$ cat src/rtl/predicate_logic_lexer_top_defines.svh
// ----------------------------------------------------------------------------
// Predicate logic lexer assertion macros
// Helpers for concurrent checks in the lexer controller.
// ----------------------------------------------------------------------------
`ifndef PREDICATE_LOGIC_LEXER_TOP_DEFINES_SVH
`define PREDICATE_LOGIC_LEXER_TOP_DEFINES_SVH

// same-cycle implication
`define PLX_ASSERT_IMP(label, clk, rst_n, ante, cons) \
    label: assert property (@(posedge clk) disable iff (!(rst_n)) (ante) |-> (cons)) \
        else $error("plx assertion failed");

// next-cycle implication
`define PLX_ASSERT_NXT(label, clk, rst_n, ante, cons) \
    label: assert property (@(posedge clk) disable iff (!(rst_n)) (ante) |=> (cons)) \
        else $error("plx assertion failed");

`endif

$ cat src/rtl/plx_pkg.sv
// ----------------------------------------------------------------------------
// Lexer package
// Token kinds, character codes, keyword tables and the controller interface.
// ----------------------------------------------------------------------------
package plx_pkg;

    localparam int POSITION_BITS_DEF = 24;
    localparam int LINE_BITS_DEF     = 24;
    localparam int KIND_W            = 6;
    localparam int NUM_KW            = 8;

    typedef logic [KIND_W-1:0] t_kind;

    localparam t_kind K_UNKNOWN   = 6'd0;
    localparam t_kind K_NEWLINE   = 6'd1;
    localparam t_kind K_THEREFORE = 6'd2;
    localparam t_kind K_QUERY     = 6'd3;
    localparam t_kind K_BICOND    = 6'd4;
    localparam t_kind K_IMPL      = 6'd5;
    localparam t_kind K_OR        = 6'd6;
    localparam t_kind K_AND       = 6'd7;
    localparam t_kind K_NEG       = 6'd8;
    localparam t_kind K_LPAR      = 6'd9;
    localparam t_kind K_RPAR      = 6'd10;
    localparam t_kind K_COMMA     = 6'd11;
    localparam t_kind K_SEMI      = 6'd12;
    localparam t_kind K_FORALL    = 6'd13;
    localparam t_kind K_LUNIV     = 6'd14;
    localparam t_kind K_RUNIV     = 6'd15;
    localparam t_kind K_FORSOME   = 6'd16;
    localparam t_kind K_LEXIST    = 6'd17;
    localparam t_kind K_REXIST    = 6'd18;
    localparam t_kind K_LBRACE    = 6'd19;
    localparam t_kind K_RBRACE    = 6'd20;
    localparam t_kind K_EQUAL     = 6'd21;
    localparam t_kind K_NOTEQ     = 6'd22;
    localparam t_kind K_ARGUMENT  = 6'd23;
    localparam t_kind K_QUIT      = 6'd24;
    localparam t_kind K_TRUE      = 6'd25;
    localparam t_kind K_FALSE     = 6'd26;
    localparam t_kind K_SOS       = 6'd27;
    localparam t_kind K_OPTIONS   = 6'd28;
    localparam t_kind K_NUMBER    = 6'd29;
    localparam t_kind K_NEGNUM    = 6'd30;
    localparam t_kind K_STRING    = 6'd31;
    localparam t_kind K_IDENT     = 6'd32;
    localparam t_kind K_PIDENT    = 6'd33;
    localparam t_kind K_END       = 6'd34;

    localparam logic [7:0] CH_TAB    = 8'h09;
    localparam logic [7:0] CH_NL     = 8'h0A;
    localparam logic [7:0] CH_SP     = 8'h20;
    localparam logic [7:0] CH_BANG   = 8'h21;
    localparam logic [7:0] CH_QUOTE  = 8'h22;
    localparam logic [7:0] CH_HASH   = 8'h23;
    localparam logic [7:0] CH_AMP    = 8'h26;
    localparam logic [7:0] CH_LPAR   = 8'h28;
    localparam logic [7:0] CH_RPAR   = 8'h29;
    localparam logic [7:0] CH_COMMA  = 8'h2C;
    localparam logic [7:0] CH_DASH   = 8'h2D;
    localparam logic [7:0] CH_SEMI   = 8'h3B;
    localparam logic [7:0] CH_LT     = 8'h3C;
    localparam logic [7:0] CH_EQ     = 8'h3D;
    localparam logic [7:0] CH_GT     = 8'h3E;
    localparam logic [7:0] CH_QUES   = 8'h3F;
    localparam logic [7:0] CH_LBRK   = 8'h5B;
    localparam logic [7:0] CH_RBRK   = 8'h5D;
    localparam logic [7:0] CH_LBRACE = 8'h7B;
    localparam logic [7:0] CH_BAR    = 8'h7C;
    localparam logic [7:0] CH_RBRACE = 8'h7D;
    localparam logic [7:0] CH_TILDE  = 8'h7E;

    // keywords: quit true false argument forall forsome sos options
    localparam logic [7:0] KW_TEXT [NUM_KW][8] = '{
        '{"q", "u", "i", "t", 8'h00, 8'h00, 8'h00, 8'h00},
        '{"t", "r", "u", "e", 8'h00, 8'h00, 8'h00, 8'h00},
        '{"f", "a", "l", "s", "e", 8'h00, 8'h00, 8'h00},
        '{"a", "r", "g", "u", "m", "e", "n", "t"},
        '{"f", "o", "r", "a", "l", "l", 8'h00, 8'h00},
        '{"f", "o", "r", "s", "o", "m", "e", 8'h00},
        '{"s", "o", "s", 8'h00, 8'h00, 8'h00, 8'h00, 8'h00},
        '{"o", "p", "t", "i", "o", "n", "s", 8'h00}
    };
    localparam logic [3:0] KW_LEN [NUM_KW] = '{4'd4, 4'd4, 4'd5, 4'd8, 4'd6, 4'd7, 4'd3, 4'd7};
    localparam t_kind KW_KIND [NUM_KW] = '{K_QUIT, K_TRUE, K_FALSE, K_ARGUMENT,
                                           K_FORALL, K_FORSOME, K_SOS, K_OPTIONS};

    typedef struct packed {
        logic load;
        logic step;
        logic push_last;
    } t_cmd;

    typedef struct packed {
        logic emit;
        logic item_done;
        logic hold_valid;
        logic out_valid;
    } t_stat;

    function automatic logic [NUM_KW-1:0] kw_first_mask(input logic [7:0] lc);
        logic [NUM_KW-1:0] m;
        m = '0;
        for (int k = 0; k < NUM_KW; k++) begin
            m[k] = (KW_TEXT[k][0] == lc);
        end
        return m;
    endfunction

endpackage

$ cat src/rtl/plx_byte_if.sv
// ----------------------------------------------------------------------------
// Lexer input channel
// One text byte or an end-of-text mark per item.
// ----------------------------------------------------------------------------
interface plx_byte_if;
    logic       valid;
    logic       ready;
    logic [7:0] text_byte;
    logic       end_of_text;

    modport source (output valid, output text_byte, output end_of_text, input ready);
    modport sink   (input valid, input text_byte, input end_of_text, output ready);
endinterface

$ cat src/rtl/plx_tok_if.sv
// ----------------------------------------------------------------------------
// Lexer token channel
// One token per item with kind, offsets, line and end-of-run flag.
// ----------------------------------------------------------------------------
interface plx_tok_if
    import plx_pkg::*;
#(
    parameter int POSITION_BITS = POSITION_BITS_DEF,
    parameter int LINE_BITS     = LINE_BITS_DEF
);
    logic                     valid;
    logic                     ready;
    t_kind                    token_kind;
    logic [POSITION_BITS-1:0] token_start;
    logic [POSITION_BITS-1:0] token_end;
    logic [LINE_BITS-1:0]     line_number;
    logic                     last_of_run;

    modport source (output valid, output token_kind, output token_start, output token_end,
                    output line_number, output last_of_run, input ready);
    modport sink   (input valid, input token_kind, input token_start, input token_end,
                    input line_number, input last_of_run, output ready);
endinterface

$ cat src/rtl/plx_ctrl.sv
// ----------------------------------------------------------------------------
// Lexer controller
// Sequences item intake, scan steps and release of the final token.
// ----------------------------------------------------------------------------
`include "predicate_logic_lexer_top_defines.svh"

module plx_ctrl
    import plx_pkg::*;
(
    input  logic  i_clk,
    input  logic  i_rst_n,
    input  logic  i_in_valid,
    output logic  o_in_ready,
    input  logic  i_out_ready,
    input  t_stat i_stat,
    output t_cmd  o_cmd
);

    typedef enum logic [2:0] {
        ST_WAIT  = 3'b001,
        ST_STEP  = 3'b010,
        ST_FLUSH = 3'b100
    } t_ctl_state;

    t_ctl_state r_state, n_state;
    logic       out_free;

    assign out_free   = !i_stat.out_valid || i_out_ready;
    assign o_in_ready = (r_state == ST_WAIT);

    always_comb begin
        n_state = r_state;
        o_cmd   = '0;
        unique case (r_state)
            ST_WAIT: begin
                if (i_in_valid) begin
                    o_cmd.load = 1'b1;
                    n_state    = ST_STEP;
                end
            end
            ST_STEP: begin
                // a new token displaces the held one only into a free output slot
                if (!i_stat.emit || !i_stat.hold_valid || out_free) begin
                    o_cmd.step = 1'b1;
                    if (i_stat.item_done) begin
                        n_state = ST_FLUSH;
                    end
                end
            end
            ST_FLUSH: begin
                if (!i_stat.hold_valid) begin
                    n_state = ST_WAIT;
                end else if (out_free) begin
                    o_cmd.push_last = 1'b1;
                    n_state         = ST_WAIT;
                end
            end
            default: begin
                n_state = ST_WAIT;
            end
        endcase
    end

    always_ff @(posedge i_clk) begin
        if (!i_rst_n) begin
            r_state <= ST_WAIT;
        end else begin
            r_state <= n_state;
        end
    end

    `PLX_ASSERT_IMP(a_push_free, i_clk, i_rst_n, o_cmd.push_last, out_free)
    `PLX_ASSERT_IMP(a_move_free, i_clk, i_rst_n, o_cmd.step && i_stat.emit && i_stat.hold_valid, out_free)
    `PLX_ASSERT_NXT(a_accept_step, i_clk, i_rst_n, i_in_valid && o_in_ready, r_state == ST_STEP)

endmodule

$ cat src/rtl/plx_dpath.sv
// ----------------------------------------------------------------------------
// Lexer datapath
// Scan state, position and line counters, dash replay and token staging.
// ----------------------------------------------------------------------------
module plx_dpath
    import plx_pkg::*;
#(
    parameter int POSITION_BITS = POSITION_BITS_DEF,
    parameter int LINE_BITS     = LINE_BITS_DEF
) (
    input  logic                     i_clk,
    input  logic                     i_rst_n,
    input  logic                     i_cfg_wr_en,
    input  logic                     i_cfg_wr_data,
    input  logic [7:0]               i_text_byte,
    input  logic                     i_end_of_text,
    input  logic                     i_out_ready,
    input  t_cmd                     i_cmd,
    output t_stat                    o_stat,
    output logic                     o_out_valid,
    output logic [KIND_W-1:0]        o_token_kind,
    output logic [POSITION_BITS-1:0] o_token_start,
    output logic [POSITION_BITS-1:0] o_token_end,
    output logic [LINE_BITS-1:0]     o_line_number,
    output logic                     o_last_of_run
);

    typedef logic [POSITION_BITS-1:0] t_pos;
    typedef logic [LINE_BITS-1:0]     t_line;

    typedef enum logic [17:0] {
        M_IDLE    = 18'h00001,
        M_BAR     = 18'h00002,
        M_QUES    = 18'h00004,
        M_BANG    = 18'h00008,
        M_LT      = 18'h00010,
        M_LT1     = 18'h00020,
        M_LT2     = 18'h00040,
        M_MINUS   = 18'h00080,
        M_MINUS2  = 18'h00100,
        M_AMP     = 18'h00200,
        M_WORD_LO = 18'h00400,
        M_WORD_UP = 18'h00800,
        M_IDENT   = 18'h01000,
        M_PIDENT  = 18'h02000,
        M_NUMBER  = 18'h04000,
        M_NEGNUM  = 18'h08000,
        M_STRING  = 18'h10000,
        M_COMMENT = 18'h20000
    } t_mode;

    logic              r_skip;
    t_mode             r_mode, n_mode;
    logic [NUM_KW-1:0] r_cand, n_cand;
    logic [3:0]        r_mlen, n_mlen;
    t_pos              r_cur_pos, r_pend_start, r_rep_pos, r_pos;
    t_line             r_line, r_pend_line;
    logic [1:0]        r_rep_cnt, set_rep;
    logic [7:0]        r_byte;
    logic              r_eot;

    logic              r_hold_valid;
    t_kind             r_hold_kind;
    t_pos              r_hold_start, r_hold_end;
    t_line             r_hold_line;
    logic              r_out_valid, r_out_last;
    t_kind             r_out_kind;
    t_pos              r_out_start, r_out_end;
    t_line             r_out_line;

    logic              rep, eot, done, beg, line_inc, restart;
    logic [7:0]        c, lc;
    t_pos              p, eb;
    logic              is_up, is_lo, is_dig, is_aln;
    logic              e;
    t_kind             ek;
    t_pos              es, ee;
    t_line             el;
    logic [NUM_KW-1:0] wmask, fmask;
    logic              whit;
    t_kind             wkind;

    assign rep    = (r_rep_cnt != 2'd0);
    assign c      = rep ? CH_DASH : r_byte;
    assign p      = rep ? r_rep_pos : r_pos;
    assign eot    = !rep && r_eot;
    assign is_up  = (c >= "A") && (c <= "Z");
    assign is_lo  = (c >= "a") && (c <= "z");
    assign is_dig = (c >= "0") && (c <= "9");
    assign is_aln = is_up || is_lo || is_dig;
    assign lc     = is_up ? c + 8'd32 : c;
    assign eb     = (p > r_pend_start) ? p - 1'b1 : r_pend_start;
    assign fmask  = kw_first_mask(lc);

    always_comb begin
        wmask = '0;
        whit  = 1'b0;
        wkind = K_UNKNOWN;
        for (int k = 0; k < NUM_KW; k++) begin
            if (r_cand[k] && (r_mlen < KW_LEN[k]) && (KW_TEXT[k][r_mlen[2:0]] == lc)) begin
                wmask[k] = 1'b1;
                if (r_mlen + 4'd1 == KW_LEN[k]) begin
                    whit  = 1'b1;
                    wkind = KW_KIND[k];
                end
            end
        end
    end

    // one scan step: at most one token; done=0 rescans the same byte in the new mode
    always_comb begin
        e        = 1'b0;
        ek       = K_UNKNOWN;
        es       = r_pend_start;
        ee       = r_pend_start;
        el       = r_pend_line;
        n_mode   = r_mode;
        n_cand   = r_cand;
        n_mlen   = r_mlen;
        done     = 1'b1;
        set_rep  = 2'd0;
        beg      = 1'b0;
        line_inc = 1'b0;
        restart  = 1'b0;
        unique case (r_mode)
            M_IDLE: begin
                if (eot) begin
                    e       = 1'b1;
                    ek      = K_END;
                    es      = r_cur_pos;
                    ee      = r_cur_pos;
                    el      = r_line;
                    restart = 1'b1;
                end else begin
                    beg = 1'b1;
                    es  = p;
                    ee  = p;
                    el  = r_line;
                    unique case (c)
                        CH_SP, CH_TAB: ;
                        CH_NL: begin
                            e        = !r_skip;
                            ek       = K_NEWLINE;
                            line_inc = 1'b1;
                        end
                        CH_HASH:   n_mode = M_COMMENT;
                        CH_BAR:    n_mode = M_BAR;
                        CH_QUES:   n_mode = M_QUES;
                        CH_BANG:   n_mode = M_BANG;
                        CH_LT:     n_mode = M_LT;
                        CH_DASH:   n_mode = M_MINUS;
                        CH_AMP:    n_mode = M_AMP;
                        CH_QUOTE:  n_mode = M_STRING;
                        CH_TILDE:  begin e = 1'b1; ek = K_NEG;    end
                        CH_EQ:     begin e = 1'b1; ek = K_EQUAL;  end
                        CH_LPAR:   begin e = 1'b1; ek = K_LPAR;   end
                        CH_RPAR:   begin e = 1'b1; ek = K_RPAR;   end
                        CH_COMMA:  begin e = 1'b1; ek = K_COMMA;  end
                        CH_SEMI:   begin e = 1'b1; ek = K_SEMI;   end
                        CH_GT:     begin e = 1'b1; ek = K_RUNIV;  end
                        CH_LBRK:   begin e = 1'b1; ek = K_LEXIST; end
                        CH_RBRK:   begin e = 1'b1; ek = K_REXIST; end
                        CH_LBRACE: begin e = 1'b1; ek = K_LBRACE; end
                        CH_RBRACE: begin e = 1'b1; ek = K_RBRACE; end
                        default: begin
                            if (is_up || is_lo) begin
                                if (fmask != '0) begin
                                    n_cand = fmask;
                                    n_mlen = 4'd1;
                                    n_mode = is_up ? M_WORD_UP : M_WORD_LO;
                                end else begin
                                    n_mode = is_up ? M_PIDENT : M_IDENT;
                                end
                            end else if (is_dig) begin
                                n_mode = M_NUMBER;
                            end else begin
                                e = 1'b1;
                            end
                        end
                    endcase
                end
            end
            M_BAR: begin
                e = 1'b1;
                if (!eot && (c == CH_DASH || c == CH_BAR)) begin
                    ek     = (c == CH_DASH) ? K_THEREFORE : K_OR;
                    ee     = p;
                    n_mode = M_IDLE;
                end else begin
                    n_mode = M_IDLE;
                    done   = 1'b0;
                end
            end
            M_QUES, M_AMP, M_BANG: begin
                e      = 1'b1;
                n_mode = M_IDLE;
                if (!eot && r_mode == M_QUES && c == CH_DASH) begin
                    ek = K_QUERY;
                    ee = p;
                end else if (!eot && r_mode == M_AMP && c == CH_AMP) begin
                    ek = K_AND;
                    ee = p;
                end else if (!eot && r_mode == M_BANG && c == CH_EQ) begin
                    ek = K_NOTEQ;
                    ee = p;
                end else begin
                    ek   = (r_mode == M_BANG) ? K_NEG : K_UNKNOWN;
                    done = 1'b0;
                end
            end
            M_LT, M_LT1: begin
                if (!eot && c == CH_DASH) begin
                    n_mode = (r_mode == M_LT) ? M_LT1 : M_LT2;
                end else begin
                    e       = 1'b1;
                    ek      = K_LUNIV;
                    n_mode  = M_IDLE;
                    done    = 1'b0;
                    set_rep = (r_mode == M_LT1) ? 2'd1 : 2'd0;
                end
            end
            M_LT2: begin
                e      = 1'b1;
                n_mode = M_IDLE;
                if (!eot && c == CH_GT) begin
                    ek = K_BICOND;
                    ee = p;
                end else begin
                    ek      = K_LUNIV;
                    done    = 1'b0;
                    set_rep = 2'd2;
                end
            end
            M_MINUS: begin
                if (!eot && c == CH_DASH) begin
                    n_mode = M_MINUS2;
                end else if (!eot && is_dig) begin
                    n_mode = M_NEGNUM;
                end else begin
                    // dash right before end of text is unknown, otherwise negation
                    e      = 1'b1;
                    ek     = eot ? K_UNKNOWN : K_NEG;
                    n_mode = M_IDLE;
                    done   = 1'b0;
                end
            end
            M_MINUS2: begin
                e      = 1'b1;
                n_mode = M_IDLE;
                if (!eot && c == CH_GT) begin
                    ek = K_IMPL;
                    ee = p;
                end else begin
                    ek      = K_NEG;
                    done    = 1'b0;
                    set_rep = 2'd1;
                end
            end
            M_WORD_LO, M_WORD_UP: begin
                if (eot) begin
                    e      = 1'b1;
                    ek     = (r_mode == M_WORD_UP) ? K_PIDENT : K_IDENT;
                    ee     = eb;
                    n_mode = M_IDLE;
                    done   = 1'b0;
                end else if (whit) begin
                    e      = 1'b1;
                    ek     = wkind;
                    ee     = p;
                    n_mode = M_IDLE;
                end else if (wmask != '0) begin
                    n_cand = wmask;
                    n_mlen = r_mlen + 4'd1;
                end else begin
                    n_mode = (r_mode == M_WORD_UP) ? M_PIDENT : M_IDENT;
                    done   = 1'b0;
                end
            end
            M_IDENT, M_PIDENT: begin
                if (eot || !is_aln) begin
                    e      = 1'b1;
                    ek     = (r_mode == M_PIDENT) ? K_PIDENT : K_IDENT;
                    ee     = eb;
                    n_mode = M_IDLE;
                    done   = 1'b0;
                end
            end
            M_NUMBER, M_NEGNUM: begin
                if (eot || !is_dig) begin
                    e      = 1'b1;
                    ek     = (r_mode == M_NEGNUM) ? K_NEGNUM : K_NUMBER;
                    ee     = eb;
                    n_mode = M_IDLE;
                    done   = 1'b0;
                end
            end
            M_STRING: begin
                if (eot) begin
                    n_mode = M_IDLE;
                    done   = 1'b0;
                end else if (c == CH_QUOTE) begin
                    e      = 1'b1;
                    ek     = K_STRING;
                    ee     = p;
                    n_mode = M_IDLE;
                end
            end
            M_COMMENT: begin
                if (eot || c == CH_NL) begin
                    line_inc = 1'b1;
                    n_mode   = M_IDLE;
                    done     = eot ? 1'b0 : 1'b1;
                end
            end
            default: begin
                n_mode = M_IDLE;
            end
        endcase
    end

    always_ff @(posedge i_clk) begin
        if (!i_rst_n) begin
            r_skip       <= 1'b0;
            r_mode       <= M_IDLE;
            r_cand       <= '0;
            r_mlen       <= '0;
            r_cur_pos    <= '0;
            r_pend_start <= '0;
            r_line       <= t_line'(1);
            r_pend_line  <= t_line'(1);
            r_rep_cnt    <= '0;
            r_hold_valid <= 1'b0;
            r_out_valid  <= 1'b0;
        end else begin
            if (i_cfg_wr_en) begin
                r_skip <= i_cfg_wr_data;
            end
            if (i_cmd.load) begin
                if (!i_end_of_text) begin
                    r_cur_pos <= (r_cur_pos == '1) ? r_cur_pos : r_cur_pos + 1'b1;
                end
            end
            if (i_cmd.step) begin
                r_mode <= n_mode;
                r_cand <= n_cand;
                r_mlen <= n_mlen;
                if (beg) begin
                    r_pend_start <= p;
                    r_pend_line  <= r_line;
                end
                if (line_inc) begin
                    r_line <= (r_line == '1) ? r_line : r_line + 1'b1;
                end
                if (done && rep) begin
                    r_rep_cnt <= r_rep_cnt - 2'd1;
                    r_rep_pos <= (r_rep_pos == '1) ? r_rep_pos : r_rep_pos + 1'b1;
                end else if (set_rep != 2'd0) begin
                    r_rep_cnt <= set_rep;
                    r_rep_pos <= (r_pend_start == '1) ? r_pend_start : r_pend_start + 1'b1;
                end
                if (restart) begin
                    r_mode       <= M_IDLE;
                    r_cand       <= '0;
                    r_mlen       <= '0;
                    r_cur_pos    <= '0;
                    r_pend_start <= '0;
                    r_line       <= t_line'(1);
                    r_pend_line  <= t_line'(1);
                end
            end
            if (i_out_ready) begin
                r_out_valid <= 1'b0;
            end
            if (i_cmd.step && e) begin
                r_hold_valid <= 1'b1;
                if (r_hold_valid) begin
                    r_out_valid <= 1'b1;
                end
            end else if (i_cmd.push_last) begin
                r_hold_valid <= 1'b0;
                r_out_valid  <= 1'b1;
            end
        end
    end

    // payload registers
    always_ff @(posedge i_clk) begin
        if (i_cmd.load) begin
            r_byte <= i_text_byte;
            r_eot  <= i_end_of_text;
            r_pos  <= r_cur_pos;
        end
        if (i_cmd.step && e) begin
            r_hold_kind  <= ek;
            r_hold_start <= es;
            r_hold_end   <= ee;
            r_hold_line  <= el;
        end
        if ((i_cmd.step && e && r_hold_valid) || i_cmd.push_last) begin
            r_out_kind  <= r_hold_kind;
            r_out_start <= r_hold_start;
            r_out_end   <= r_hold_end;
            r_out_line  <= r_hold_line;
            r_out_last  <= i_cmd.push_last;
        end
    end

    assign o_stat.emit       = e;
    assign o_stat.item_done  = done && !rep;
    assign o_stat.hold_valid = r_hold_valid;
    assign o_stat.out_valid  = r_out_valid;

    assign o_out_valid   = r_out_valid;
    assign o_token_kind  = r_out_kind;
    assign o_token_start = r_out_start;
    assign o_token_end   = r_out_end;
    assign o_line_number = r_out_line;
    assign o_last_of_run = r_out_last;

endmodule

$ cat src/rtl/predicate_logic_lexer_top.sv
// ----------------------------------------------------------------------------
// Predicate logic lexer
// Byte-at-a-time tokenizer for predicate calculus program text.
// ----------------------------------------------------------------------------
// Each item is one text byte or an end-of-text mark. An item passes through
// intake, one or more scan steps and release of its last token: a token that
// closes before the byte is rescanned, and each dash replayed after a failed
// "<-", "<--" or "--" adds a scan step. The single scan step unit produces at
// most one token per cycle and waits while the token output is stalled.
// Up to four tokens come from one item, the last flagged by last_of_run.
module predicate_logic_lexer_top
    import plx_pkg::*;
#(
    parameter int POSITION_BITS = POSITION_BITS_DEF,
    parameter int LINE_BITS     = LINE_BITS_DEF
) (
    input  logic             i_clk,
    input  logic             i_rst_n,
    input  logic             i_cfg_wr_en,
    input  logic             i_cfg_wr_data,
    plx_byte_if.sink         i_text,
    plx_tok_if.source        o_tok
);

    t_cmd  w_cmd;
    t_stat w_stat;
    logic  w_in_ready;

    plx_ctrl u_ctrl (
        .i_clk       (i_clk),
        .i_rst_n     (i_rst_n),
        .i_in_valid  (i_text.valid),
        .o_in_ready  (w_in_ready),
        .i_out_ready (o_tok.ready),
        .i_stat      (w_stat),
        .o_cmd       (w_cmd)
    );

    plx_dpath #(
        .POSITION_BITS (POSITION_BITS),
        .LINE_BITS     (LINE_BITS)
    ) u_dpath (
        .i_clk         (i_clk),
        .i_rst_n       (i_rst_n),
        .i_cfg_wr_en   (i_cfg_wr_en),
        .i_cfg_wr_data (i_cfg_wr_data),
        .i_text_byte   (i_text.text_byte),
        .i_end_of_text (i_text.end_of_text),
        .i_out_ready   (o_tok.ready),
        .i_cmd         (w_cmd),
        .o_stat        (w_stat),
        .o_out_valid   (o_tok.valid),
        .o_token_kind  (o_tok.token_kind),
        .o_token_start (o_tok.token_start),
        .o_token_end   (o_tok.token_end),
        .o_line_number (o_tok.line_number),
        .o_last_of_run (o_tok.last_of_run)
    );

    assign i_text.ready = w_in_ready;

endmodule

$ cat src/flat_wrapper.sv
// flat-port wrapper written by rule: the top's interface ports become plain ports
module predicate_logic_lexer_top_flat import plx_pkg::*;
#(
    parameter int POSITION_BITS = POSITION_BITS_DEF,
    parameter int LINE_BITS     = LINE_BITS_DEF
)
  (i_clk, i_rst_n, i_cfg_wr_en, i_cfg_wr_data, i_text_valid, i_text_text_byte, i_text_end_of_text, i_text_ready, o_tok_valid, o_tok_token_kind, o_tok_token_start, o_tok_token_end, o_tok_line_number, o_tok_last_of_run, o_tok_ready);
  plx_byte_if i_text_i ();
  plx_tok_if #(.POSITION_BITS(POSITION_BITS), .LINE_BITS(LINE_BITS)) o_tok_i ();
  input  logic i_clk;
  input  logic i_rst_n;
  input  logic i_cfg_wr_en;
  input  logic i_cfg_wr_data;
  input wire logic [$bits(i_text_i.valid)-1:0] i_text_valid;
  input wire logic [$bits(i_text_i.text_byte)-1:0] i_text_text_byte;
  input wire logic [$bits(i_text_i.end_of_text)-1:0] i_text_end_of_text;
  output wire logic [$bits(i_text_i.ready)-1:0] i_text_ready;
  output wire logic [$bits(o_tok_i.valid)-1:0] o_tok_valid;
  output wire logic [$bits(o_tok_i.token_kind)-1:0] o_tok_token_kind;
  output wire logic [$bits(o_tok_i.token_start)-1:0] o_tok_token_start;
  output wire logic [$bits(o_tok_i.token_end)-1:0] o_tok_token_end;
  output wire logic [$bits(o_tok_i.line_number)-1:0] o_tok_line_number;
  output wire logic [$bits(o_tok_i.last_of_run)-1:0] o_tok_last_of_run;
  input wire logic [$bits(o_tok_i.ready)-1:0] o_tok_ready;
  assign i_text_i.valid = i_text_valid;
  assign i_text_i.text_byte = i_text_text_byte;
  assign i_text_i.end_of_text = i_text_end_of_text;
  assign i_text_ready = i_text_i.ready;
  assign o_tok_valid = o_tok_i.valid;
  assign o_tok_token_kind = o_tok_i.token_kind;
  assign o_tok_token_start = o_tok_i.token_start;
  assign o_tok_token_end = o_tok_i.token_end;
  assign o_tok_line_number = o_tok_i.line_number;
  assign o_tok_last_of_run = o_tok_i.last_of_run;
  assign o_tok_i.ready = o_tok_ready;
  predicate_logic_lexer_top #(.POSITION_BITS(POSITION_BITS), .LINE_BITS(LINE_BITS)) u_core (.i_clk(i_clk), .i_rst_n(i_rst_n), .i_cfg_wr_en(i_cfg_wr_en), .i_cfg_wr_data(i_cfg_wr_data), .i_text(i_text_i), .o_tok(o_tok_i));
endmodule
$ cat config.mk
export PLATFORM = sky130hd
export DESIGN_NAME = predicate_logic_lexer_top_flat
export DESIGN_NICKNAME = d
export VERILOG_FILES = /design/src/rtl/plx_pkg.sv /design/src/rtl/plx_byte_if.sv /design/src/rtl/plx_tok_if.sv /design/src/rtl/plx_ctrl.sv /design/src/rtl/plx_dpath.sv /design/src/rtl/predicate_logic_lexer_top.sv /design/src/flat_wrapper.sv
export VERILOG_INCLUDE_DIRS = /design/src /design/src/rtl
export SDC_FILE = /design/constraint.sdc
export NUM_CORES = 1
export LEC_CHECK = 0
export BUFFER_PORTS_ARGS = -buffer_cell sky130_fd_sc_hd__buf_4
export CORE_ASPECT_RATIO = 1.4
export CORE_MARGIN = 4
export CORE_UTILIZATION = 24
export DETAILED_ROUTE_END_ITERATION = 8
export GPL_ROUTABILITY_DRIVEN = 0
export PLACE_DENSITY = 0.37
export SYNTH_ARGS = -nofsm -noshare
export SYNTH_HDL_FRONTEND = slang
export SYNTH_SLANG_ARGS = --single-unit
$ cat constraint.sdc
create_clock -name i_clk -period 6 [get_ports i_clk]
set_input_delay 0.3 -clock i_clk [delete_from_list [all_inputs] [get_ports i_clk]]
set_output_delay 0.3 -clock i_clk [all_outputs]
set_load 0.05 [all_outputs]
* Word-level counts from Yosys, hierarchy flattened *
Memory sizes are Yosys's and may differ from the RTL's.
Cells that the tools add are included.
Widths: inputs -> output; s select.

operators by class
  bitwise logic cells = 1
  mux-type cells = 218
  $add $sub $neg = 8
  order comparisons = 14
  reduce and logical (&&, ||, !) cells = 79
  eq/ne operators = 87

operators by type and width
  kind                   count
  $mux 24                32
  $mux 18                12
  $mux 8                 26
  $pmux 24 s8            1
  $pmux 18 s9            1
  $pmux 18 s8            1
  $eq 8x6->1 const B     14
  $mux 6                 18
  $add 24x1->24 const B  4
  $eq 24x24->1 const B   4
  $mux 1                 75
  $pmux 6 s11            1
  $eq 8x8->1             8
  $mux 4                 15
  $pmux 5 s12            1
  $eq 7x8->1 const A     6
  $eq 8x7->1 const B     6
  $mux 14                3
  $mux 5                 8
  $ne 3x3->1 const B     12
  $logic_and 1x1->1      34
  $mux 16                2
  $gt 24x24->1           1
  $sub 24x1->24 const B  1
  69 further kinds       121

word-level totals
  memories kept = 8
  flip-flop bits (word level) = 348
  ROM bits = 512

memory list
  name             depth  width  read ports  clocked after memory_dff  wr ports  RTL line          source
  (no name shown)  8      8      1           0                         0         plx_dpath.sv:100  if (r_cand[k] && (r_mlen < KW_LEN[k]) && (KW_TEXT[k][r_mlen[2:0]] == lc)) begin
  (no name shown)  8      8      1           0                         0         plx_dpath.sv:100
  (no name shown)  8      8      1           0                         0         plx_dpath.sv:100
  (no name shown)  8      8      1           0                         0         plx_dpath.sv:100
  (no name shown)  8      8      1           0                         0         plx_dpath.sv:100
  (no name shown)  8      8      1           0                         0         plx_dpath.sv:100
  +2 memories      --     --     --          --                        --        --

* Longest topological paths before layout *
Gate-level depths: netlist of the first run.

  word-level depth = 33
  depth in mapped cells = 22
  depth with buffers taken out = 16

* By module *
Synthesis of the first run repeated with hierarchy kept, for this count alone.

second synthesis, totals
  cell total of the unflattened synthesis = 2132
  area total of the unflattened synthesis = 19626.3 µm²

by module, submodules not included
  module     area each (µm²)  cells an instance  sequential area each (µm²)  times used
  plx_dpath  19449.9          2112               9048.7                      1
  plx_ctrl   176.4            20                 60.1                        1

* Worst setup path before layout of the first run *
No wires, ideal clock.

  path type = register to register
  from = register u_core.u_dpath.r_mlen[1]
  to = register u_core.u_dpath.r_hold_end[0] (enable)
  setup time = 445 ps
  clock period less this slack = 5336 ps
  cell stages (with the launch flop) = 16
  path slack = 664 ps
  data required time = 5555 ps
  data arrival time = 4890 ps
  buffers on the path = 4
  path through = dfxtp_1 clkbuf_1 inv_1 ha_1 clkbuf_1 mux2i_1 xnor2_1 and4b_1 nand4_1 nor4_1 a21o_2 o311ai_4 and2_1 buf_2 buf_6 and2_1

between the ends
  cells in the longest elaborated chain, start to end = 30
  elaborated cells on any way between the ends = 87
  classes of those cells = add/sub: 1; order compare: 6; eq/ne: 14; mux: 37; bitwise: 1; reduce/logical: 20; memory: 8

RTL lines
  what                                       RTL line          source
  start: declaration                         plx_dpath.sv:55   logic [3:0] r_mlen, n_mlen;
  start signal: assignment                   plx_dpath.sv:346  r_mlen <= n_mlen;
  $not 3->4 (implied by the code)            plx_dpath.sv:100
  $mem_v2 8x8                                --
  $mux 8 (implied by the code) (2 in a row)  plx_dpath.sv:100
  $eq 8x8->1                                 plx_dpath.sv:100
  $logic_and 1x1->1                          plx_dpath.sv:100
  $mux 1                                     plx_dpath.sv:100
  $mux 1                                     plx_dpath.sv:102  if (r_mlen + 4'd1 == KW_LEN[k]) begin
  $mux 1                                     plx_dpath.sv:100
  [12 not listed]                            --
  $mux 1 (*)                                 plx_dpath.sv:266  end else if (whit) begin
  $mux 1 (*)                                 plx_dpath.sv:260  if (eot) begin
  $pmux 1 s8 (*)                             plx_dpath.sv:125  unique case (r_mode)
  $logic_not 1->1                            plx_ctrl.sv:43    if (!i_stat.emit || !i_stat.hold_valid || out_free) begin
  $logic_or 1x1->1 (2 in a row)              plx_ctrl.sv:43
  $mux 1                                     plx_ctrl.sv:43
  $mux 1                                     plx_ctrl.sv:34    unique case (r_state)
  $logic_and 1x1->1 (*)                      plx_dpath.sv:393  if (i_cmd.step && e) begin
  end signal: assignment                     plx_dpath.sv:396  r_hold_end <= ee;
  end: declaration                           plx_dpath.sv:64   t_pos r_hold_start, r_hold_end;

Every way passes the cells marked *; elsewhere a longest branch is shown, timed or not. The select of a mux whose other input is x is not followed.
A chain may end at the register's enable or synchronous reset.

* Worst setup path in the final report of the first run *
  from = register u_core.u_dpath.r_rep_cnt[0]
  to = register u_core.u_dpath.r_hold_end[14], data pin

between the ends
  cells in the longest elaborated chain, start to end = 25
  elaborated cells on any way between the ends = 85
  classes of those cells = add/sub: 2; order compare: 7; eq/ne: 14; mux: 32; reduce/logical: 30

RTL lines
  what                                      RTL line          source
  start: declaration                        plx_dpath.sv:58   logic [1:0] r_rep_cnt, set_rep;
  start signal: assignment                  plx_dpath.sv:355  r_rep_cnt <= r_rep_cnt - 2'd1;
  start signal: assignment                  plx_dpath.sv:358  r_rep_cnt <= set_rep;
  $reduce_bool 2->1 (*)                     plx_dpath.sv:83   assign rep = (r_rep_cnt != 2'd0);
  $mux 8                                    plx_dpath.sv:84   assign c = rep ? CH_DASH : r_byte;
  $ge 8x7->1 or $le 8x7->1 (tied branches)  plx_dpath.sv:87   assign is_up = (c >= "A") && (c <= "Z");
  $logic_and 1x1->1                         plx_dpath.sv:87
  $mux 8                                    plx_dpath.sv:91   assign lc = is_up ? c + 8'd32 : c;
  $eq 8x8->1                                plx_dpath.sv:100
  $logic_and 1x1->1                         plx_dpath.sv:100
  $mux 1                                    plx_dpath.sv:100
  [10 not listed]                           --
  $mux 1                                    plx_dpath.sv:102
  $mux 1                                    plx_dpath.sv:100
  $mux 1                                    plx_dpath.sv:102
  $mux 1                                    plx_dpath.sv:100
  $mux 24                                   plx_dpath.sv:266
  $mux 24                                   plx_dpath.sv:260
  $pmux 24 s8 (*)                           plx_dpath.sv:125
  net u_core.u_dpath.ee[14]                 plx_dpath.sv:77   t_pos es, ee;

The timed path passes the listed nets; every way through them passes the cells marked *.

==> results.md, run 1 <==
* Setup Buffers After CTS at 0
* Initial antenna violation count at 0
* Top post-synthesis cells by area: edfxtp_1 33%, dfxtp_1 14%, nand2_1 5.4%, nor2_1 4.1%, a21oi_1 3.2%
* Cts bufs inserted at 40
* Util after Layout at 28.58%
* Fillers at 8544
* Placed Area at 21540 um^2
* IO Pins at 96
* Slew margin rel. at 31.63%
* HPWL after detailed placement at 51.97 mm
* Clock slew at reported path FFs at 0.06 ns
* Clock tree buffer depth at 3
* Pins Over Slew Limit at 0
* Critical Path Most Common Cell: inv_1
* Final wirelength at 70.80 mm
* Largest net degree at the start of global routing at 59
* Setup crit start kind: flip-flop
* Sequential Power Share at 46.3%
* Final WS setup at 0.5179 ns
* Layout cells sized above 1 at 12.43%
* Synth async-reset ratio at 0%
* P&R area growth vs syn at 17.71%
* RSZ-0062 raised after global routing: false
* H-Tree Depth at 2
* Clk Latency, worst-skew pair at 0.58 ns
* NetSw at 1402 uW
* Final worst path period share at 91.37%
* Arrival time worst endpoint at 5.77 ns
* Slowest stage delay, CP at 0.73 ns
* Detailed Route Iter0 Violations at 1260
* Seq cells post-synth at 348
* Total Routing Usage GR at 15.88%
* Area leader, netlist: edfxtp_1
* Syn_nets at 2164
* CP Cell Sequence: inv_1, ha_2, buf_4, mux2i_1, inv_1, ha_1, nand3_1, nor2_1, a211oi_1, o2111ai_1, nand2_1, or2_2, a21oi_1, a2111oi_0, o211ai_1
* Routed Antenna Nets at 0
* Vias per std cell at 5.076
* Vias in the first global route at 16640
* Final Cell Area at 23000 um^2
* Sequential share of the synthesized area at 46.61%
* Hold Vio Cnt, Final at 0
* VDD IR-drop max at 182.9 uV
* CTS tree: yes
* Pre-CTS setup slack at 0.4325 ns
* Final min period at 5.482 ns
* Clk root buf: clkbuf_16
* Die Wd at 249.2 um
* Worst hold path type: input port to flip-flop
* Worst-path fanout max at 36
* Die Y-Extent at 345.6 um
* Num Clock Sinks at 348
* Slowest stage cell, crit path: a2111oi_0
* Critical path depth in cells at 15
* Synth top area share at 32.88%
* Crit path max-delay family: compound AO/OA/AOI/OAI gates
* Mapped Area at 19540 um^2
* Total gr overflow at 0
* Maximum clock rate at 182.4 MHz
* Initial Utilization at 24.28%
* N_diodes at 0
* Synth cell types at 98
* Top-count cell post-synth: nand2_1
* Synth warnings at 0
* Drt first pass iters at 7
* Main flop type after synthesis: edfxtp_1
* Average cell area after synthesis at 9.279 um^2
* Max Cap Viol at 0
* Via count at 16670
* Setup_tns at 0 ns
* Clk pwr share at 45.8%
* Cells after Synth at 2106
* DRC Markers at 0
* CORE AREA at 80490 um^2
* Setup crit end kind: flip-flop
* # rows at 123
* Combinational Power Share at 7.9%
* LEAKAGE at 0.008158 uW
* I/O Buffers at 95
* Die area at 86120 um^2
* Status: finished, final reports clean
* Nets at 2247
* Worst Tran Pin Value at 1.022 ns
* WP buf/inv at 3
* Clock skew at 0.02312 ns
* Critical Path RT at 6.29 ns
* Reg2Reg Setup Slack at 0.52 ns
* CP Class: flip-flop to flip-flop
* Internal power at 4187 uW
* Hold path cells at 2
* R2R depth at 15
* Switch share at 25.09%
* Commonest cells in the netlist: 282 x nand2_1, 214 x edfxtp_1, 213 x nor2_1
* Setup violations, final at 0
* Global-route wire length before repair at 106.8 mm
* EDFF count, synth at 214
* Wire per inst at 21.57 um
* Pwr/cell area at 243.0 nW/um^2
-- state kept, by name, indices dropped and copies added, names as in the netlist, 2 cells and up --
| name | cells |
|---|---|
| u_core.u_dpath.r_hold_line | 24 |
| u_core.u_dpath.r_rep_pos | 24 |
| u_core.u_dpath.r_byte | 8 |
| u_core.u_ctrl.r_state | 3 |
| u_core.u_dpath.r_pend_line | 24 |
| u_core.u_dpath.r_pend_start | 24 |
| u_core.u_dpath.o_token_end | 24 |
| u_core.u_dpath.r_hold_start | 24 |
| u_core.u_dpath.o_token_start | 24 |
| u_core.u_dpath.r_mlen | 4 |
| u_core.u_dpath.r_pos | 24 |
| u_core.u_dpath.r_hold_kind | 6 |
| u_core.u_dpath.r_cur_pos | 24 |
| u_core.u_dpath.o_line_number | 24 |
| u_core.u_dpath.r_hold_end | 24 |
| u_core.u_dpath.r_rep_cnt | 2 |
| u_core.u_dpath.r_line | 24 |
| u_core.u_dpath.o_token_kind | 6 |
| u_core.u_dpath.r_mode | 18 |
| u_core.u_dpath.r_cand | 8 |
-- placed cells by master (no fill, tap or decap), types with 21 or more instances in the layout --
cell,n
nor4_1,28
buf_4,153
or4_1,27
and2_1,21
a21oi_1,123
o21ai_0,70
nand2b_1,26
dfxtp_1,134
xnor2_1,62
inv_1,66
a21o_1,22
nor3_1,54
edfxtp_1,214
mux2i_1,38
o31ai_1,23
ha_1,42
clkbuf_16,40
nor2_1,211
a32oi_1,28
nand4_1,44
nand2_1,282
nand3_1,91
and3_1,28
xor2_1,36
-- power by group through the flow --
stage                     clock (uW)  combinational [uW]  sequential [uW]
after floorplan                    0                 285             2620
after global placement             0                 432             2640
after detailed placement           0                 431             2640
after CTS                       2670                 439             2590
after global routing            2760                 478             2590
final                           2560                 439             2590
-- final cells by class --
| cell class | count | area, um^2 | share of cell area, % |
|---|---|---|---|
| clock buffer | 50 | 1059 | 4.602 |
| inverter | 67 | 251.5 | 1.093 |
| multi-input combinational | 1565 | 9644 | 41.93 |
| sequential | 348 | 9109 | 39.60 |
| tap | 1062 | 1329 | 5.776 |
| clock inverter | 24 | 292.8 | 1.273 |
| timing repair buffer | 167 | 1319 | 5.733 |
-- timing repair --
action,in CTS,in global routing
endpoints found under the setup margin,0,0
hold buffers,11,0
gates resized for setup,0,0
endpoints found under the hold margin,10,0
-- worst paths after layout --
kind	startpoint	endpoint
setup / recovery	u_core.u_dpath.r_rep_cnt[0]	u_core.u_dpath.r_hold_end[14]
hold / removal	i_rst_n	u_core.u_dpath.r_line[0]
setup reg to reg	u_core.u_dpath.r_rep_cnt[0]	u_core.u_dpath.r_hold_end[14]
hold reg to reg	u_core.u_dpath.r_hold_start[6]	u_core.u_dpath.o_token_start[6]
-- cells by family (layout without fill, tap and decap cells) --
group	count (synthesis)	count (layout)	share of synthesized area (%)
and+or+nand+nor	922	922	23.26
AOI/OAI and AO/OA	450	450	15.90
DFF	348	348	46.61
buffers and inverters	193	308	4.315
xor gates and xnor gates	98	98	4.392
muxes	52	52	2.772
adders and majority gates	43	43	2.753
-- metal layers --
layer	vias to the layer above	wire length (um)	track usage, %
met5	-	0	0
met4	0	3938	8.064
met3	155	3024	2.174
met2	519	34890	27.98
met1	8078	28950	18.86
li1	7914	-	-
-- worst reg2reg max path, delay by kind of cell, from the launching register on --
family | cells | cell delay, ns
mux | 1 | 0.52
simple gates | 4 | 0.64
compound gates | 5 | 1.89
buf+inv | 3 | 0.85
fa+ha+maj | 2 | 0.98
flops | 1 | 0.32
-- metrics by stage --
step                hold slack [ns]  power [uW]  cells
floorplan                    0.3989        2907   2106
global placement             0.4031        3072   3198
detailed placement           0.4045        3072   3198
CTS                          0.1410        5695   3283
global route                 0.1659        5829   3283
finish                       0.1683        5589   3283
Power figures use the tool's default switching activity.
==> inputs of run 2 (changes only) <==
Settings changed: ABC_AREA from default to 1, CORE_MARGIN 4 to default.
==> run 2 against run 1 <==
Against the previous run:
- routed wire length grew 22%
- design area up 5.2%
- maximum frequency is 9.2% higher
- sequential share of layout area fell by 1.9 points
- synthesized cell count is 29% higher
- critical path type unchanged
- largest power group unchanged
==> results.md, run 2 <==
* Status: finished, final reports clean (unchanged)
* Max Cap Viol at 0 (unchanged)
* RSZ-0062 raised after global routing: false (unchanged)
* Clock tree buffer depth at 3 (unchanged)
* Cts bufs inserted at 39 (was 40)
* Via count at 19750 (was 16670)
* Final min period at 5.022 ns (was 5.482 ns)
* Vias per std cell at 4.996 (was 5.076)
* Clk Latency, worst-skew pair at 0.60 ns (was 0.58 ns)
* Nets at 2882 (was 2247)
* XOR/XNOR share of the synthesized area at 4.437% (was 4.392%)
* Drt first pass iters at 6 (was 7)
* Initial antenna violation count at 0 (unchanged)
* Clock skew at 0.03602 ns (was 0.02312 ns)
* Most frequent cells in the layout: 574 x nand2_1, 340 x inv_1, 270 x nor2_1, 237 x nand3_1, 214 x edfxtp_1 (was 282 x nand2_1, 214 x edfxtp_1, 211 x nor2_1, 153 x buf_4, 134 x dfxtp_1)
* Worst-path fanout max at 17 (was 36)
* Die Wd at 250.4 um (was 249.2 um)
* Pwr/cell area at 254.1 nW/um^2 (was 243.0 nW/um^2)
* Num Clock Sinks at 348 (unchanged)
* Top-count cell post-synth: nand2_1 (unchanged)
* Area leader, netlist: edfxtp_1 (unchanged)
* Largest net degree at the start of global routing at 79 (was 59)
* Clk root buf: clkbuf_16 (unchanged)
* Top post-synthesis cells by area: edfxtp_1 31%, dfxtp_1 13%, nand2_1 10%, inv_1 6.2%, nand3_1 5.7% (was edfxtp_1 33%, dfxtp_1 14%, nand2_1 5.4%, nor2_1 4.1%, a21oi_1 3.2%)
* Synth Area in Compound Gates at 12.63% (was 15.90%)
* # resized after CTS at 0 (unchanged)
* Post-route insts no fill at 3952 (was 3283)
* Synth cell types at 55 (was 98)
* Main combinational cell family by area after synthesis: simple AND/OR/NAND/NOR gates (unchanged)
* Cells after Synth at 2727 (was 2106)
* Synth warnings at 0 (unchanged)
* Wire per inst at 21.94 um (was 21.57 um)
* Mapped Area at 20720 um^2 (was 19540 um^2)
* Cts hold-fix bufs at 12 (was 11)
* Commonest cells in the netlist: 575 x nand2_1, 341 x inv_1, 271 x nor2_1 (was 282 x nand2_1, 214 x edfxtp_1, 213 x nor2_1)
* I/O Buffers at 95 (unchanged)
* HPWL after detailed placement at 65.92 mm (was 51.97 mm)
* Final worst path period share at 83.71% (was 91.37%)
* EDFF count, synth at 214 (unchanged)
* Setup_tns at 0 ns (unchanged)
* Critical Path RT at 6.46 ns (was 6.29 ns)
* Worst Tran Pin Value at 1.045 ns (was 1.022 ns)
* Sequential share of the synthesized area at 43.95% (was 46.61%)
* Setup Buffers After CTS at 0 (unchanged)
* Detailed Route Iter0 Violations at 1562 (was 1260)
* Syn_nets at 2785 (was 2164)
* CTS tree: yes (unchanged)
* Final wirelength at 86.70 mm (was 70.80 mm)
* Main flop type after synthesis: edfxtp_1 (unchanged)
* Layout cells sized above 1 at 8.476% (was 12.43%)
* Vias in the first global route at 19490 (was 16640)
* Commonest non-fill, non-tap cell in the layout: nand2_1 (unchanged)
* Seq cells post-synth at 348 (unchanged)
* CP Class: flip-flop to flip-flop (unchanged)
* H-Tree Depth at 2 (unchanged)
* Setup crit end kind: flip-flop (unchanged)
* Total gr overflow at 0 (unchanged)
* Slew margin rel. at 30.32% (was 31.63%)
* Hold Vio Cnt, Final at 0 (unchanged)
* Area occupied by multi-input gates at 9911 um^2 (was 9644 um^2)
* Adder-Cell Fraction of Synth Area at 2.596% (was 2.753%)
* Total Routing Usage GR at 19.49% (was 15.88%)
* Arrival time worst endpoint at 5.49 ns (was 5.77 ns)
* CORE AREA at 85650 um^2 (was 80490 um^2)
* Synth top area share at 31.01% (was 32.88%)
* IO Pins at 96 (unchanged)
* # rows at 127 (was 123)
* VDD IR-drop max at 175.4 uV (was 182.9 uV)
* Multiplexer share of the synthesized area at 0% (was 2.772%)
* Fillers at 9221 (was 8544)
* Setup violations, final at 0 (unchanged)
* Routed Antenna Nets at 0 (unchanged)
* Synth Area in Simple Gates at 28.01% (was 23.26%)
* Die area at 87550 um^2 (was 86120 um^2)
* DRC Markers at 0 (unchanged)
* Final WS setup at 0.9776 ns (was 0.5179 ns)
* Initial Utilization at 24.20% (was 24.28%)
* Maximum clock rate at 199.1 MHz (was 182.4 MHz)
* Global-route wire length before repair at 127.5 mm (was 106.8 mm)
* P&R area growth vs syn at 16.72% (was 17.71%)
* Synth async-reset ratio at 0% (unchanged)
* LEAKAGE at 0.009210 uW (was 0.008158 uW)
* Pre-CTS setup slack at 0.9676 ns (was 0.4325 ns)
* Cell count after placement at 3867 (was 3198)
* Setup crit start kind: flip-flop (unchanged)
* Worst hold path type: input port to flip-flop (unchanged)
* Average cell area after synthesis at 7.600 um^2 (was 9.279 um^2)
* Pins Over Slew Limit at 0 (unchanged)
* Clock slew at reported path FFs at 0.06 ns (about the same)
* Die Y-Extent at 349.7 um (was 345.6 um)
* Register Area at 9109 um^2 (unchanged)
-- run 2: cell count changes after synthesis, sizes merged, moves of 54 or more --
cell   change
nand3    +146
nor3      +54
xor2      +56
o21ai     +87
nand2    +305
nor2      +61
inv      +282
-- run 2: worst max-delay path: stages (launching register included) --
cell      delay (ns)
dfxtp_1         0.35
inv_1           0.06
ha_2            0.29
inv_2           0.28
nor2_4          0.11
inv_1           0.13
ha_1            0.16
nand3b_1        0.09
o31ai_1         0.52
nand3_1         0.37
nand2_1         0.20
o31ai_1         0.09
nor2_1          0.11
nand2_1         0.05
nor2_1          0.08
o21ai_1         0.07
inv_1           0.07
nand2_2         0.09
a21oi_4         0.58
nand3_1         0.79
nand3b_1        0.31
inv_1           0.05
-- run 2: report_power, final --
group	internal (uW)	switching, uW
Combinational	259	792
Clock	1380	1090
Sequential	2590	27.3
Total	4240	1910
-- run 2: cell families after synthesis --
| group | after synthesis |
|---|---|
| flops | 348 |
| fa+ha+maj | 43 |
| buf+inv | 447 |
| xor+xnor | 105 |
| compound gates | 456 |
| simple gates | 1328 |
-- run 2: worst paths after layout --
path,to,cells past startpoint,startpoint,slack (ns)
max,u_core.u_dpath.r_cur_pos[14],21,u_core.u_dpath.r_rep_cnt[0],0.98
min,u_core.u_dpath.o_out_valid,4,o_tok_ready,0.11
max reg2reg,u_core.u_dpath.r_cur_pos[14],21,u_core.u_dpath.r_rep_cnt[0],0.98
min reg2reg,u_core.u_dpath.o_token_end[20],0,u_core.u_dpath.r_hold_end[20],0.41
-- run 2: per-layer routing --
| layer | vias to the layer above | part of all wire [%] | GRT usage (%) |
|---|---|---|---|
| met3 | 214 | 4.0 | 2.165 |
| li1 | 9440 | - | - |
| met5 | - | 0 | 0 |
| met2 | 666 | 50 | 35.23 |
| met1 | 9425 | 39 | 21.47 |
| met4 | 0 | 7.3 | 12.97 |
-- run 2: through the flow --
stage | power, uW | utilization, % | instance area (um^2) | hold WS [ns]
after global placement | 3710 | 26.59 | 22770 | 0.4028
after detailed placement | 3708 | 26.59 | 22770 | 0.4045
final | 6147 | 28.24 | 24190 | 0.1055
after floorplan | 3291 | - | 20720 | 0.3943
after CTS | 6236 | 28.24 | 24190 | 0.07155
after global routing | 6404 | 28.24 | 24190 | 0.1503
-- run 2: cell type report --
class | count | area share (%)
Sequential cell | 348 | 37.66
Inverter | 355 | 5.519
Clock inverter | 23 | 1.040
Tap cell | 1096 | 5.669
Multi-Input combinational cell | 1932 | 40.97
Timing Repair Buffer | 148 | 4.821
Antenna cell | 1 | 0.01035
Clock buffer | 49 | 4.314
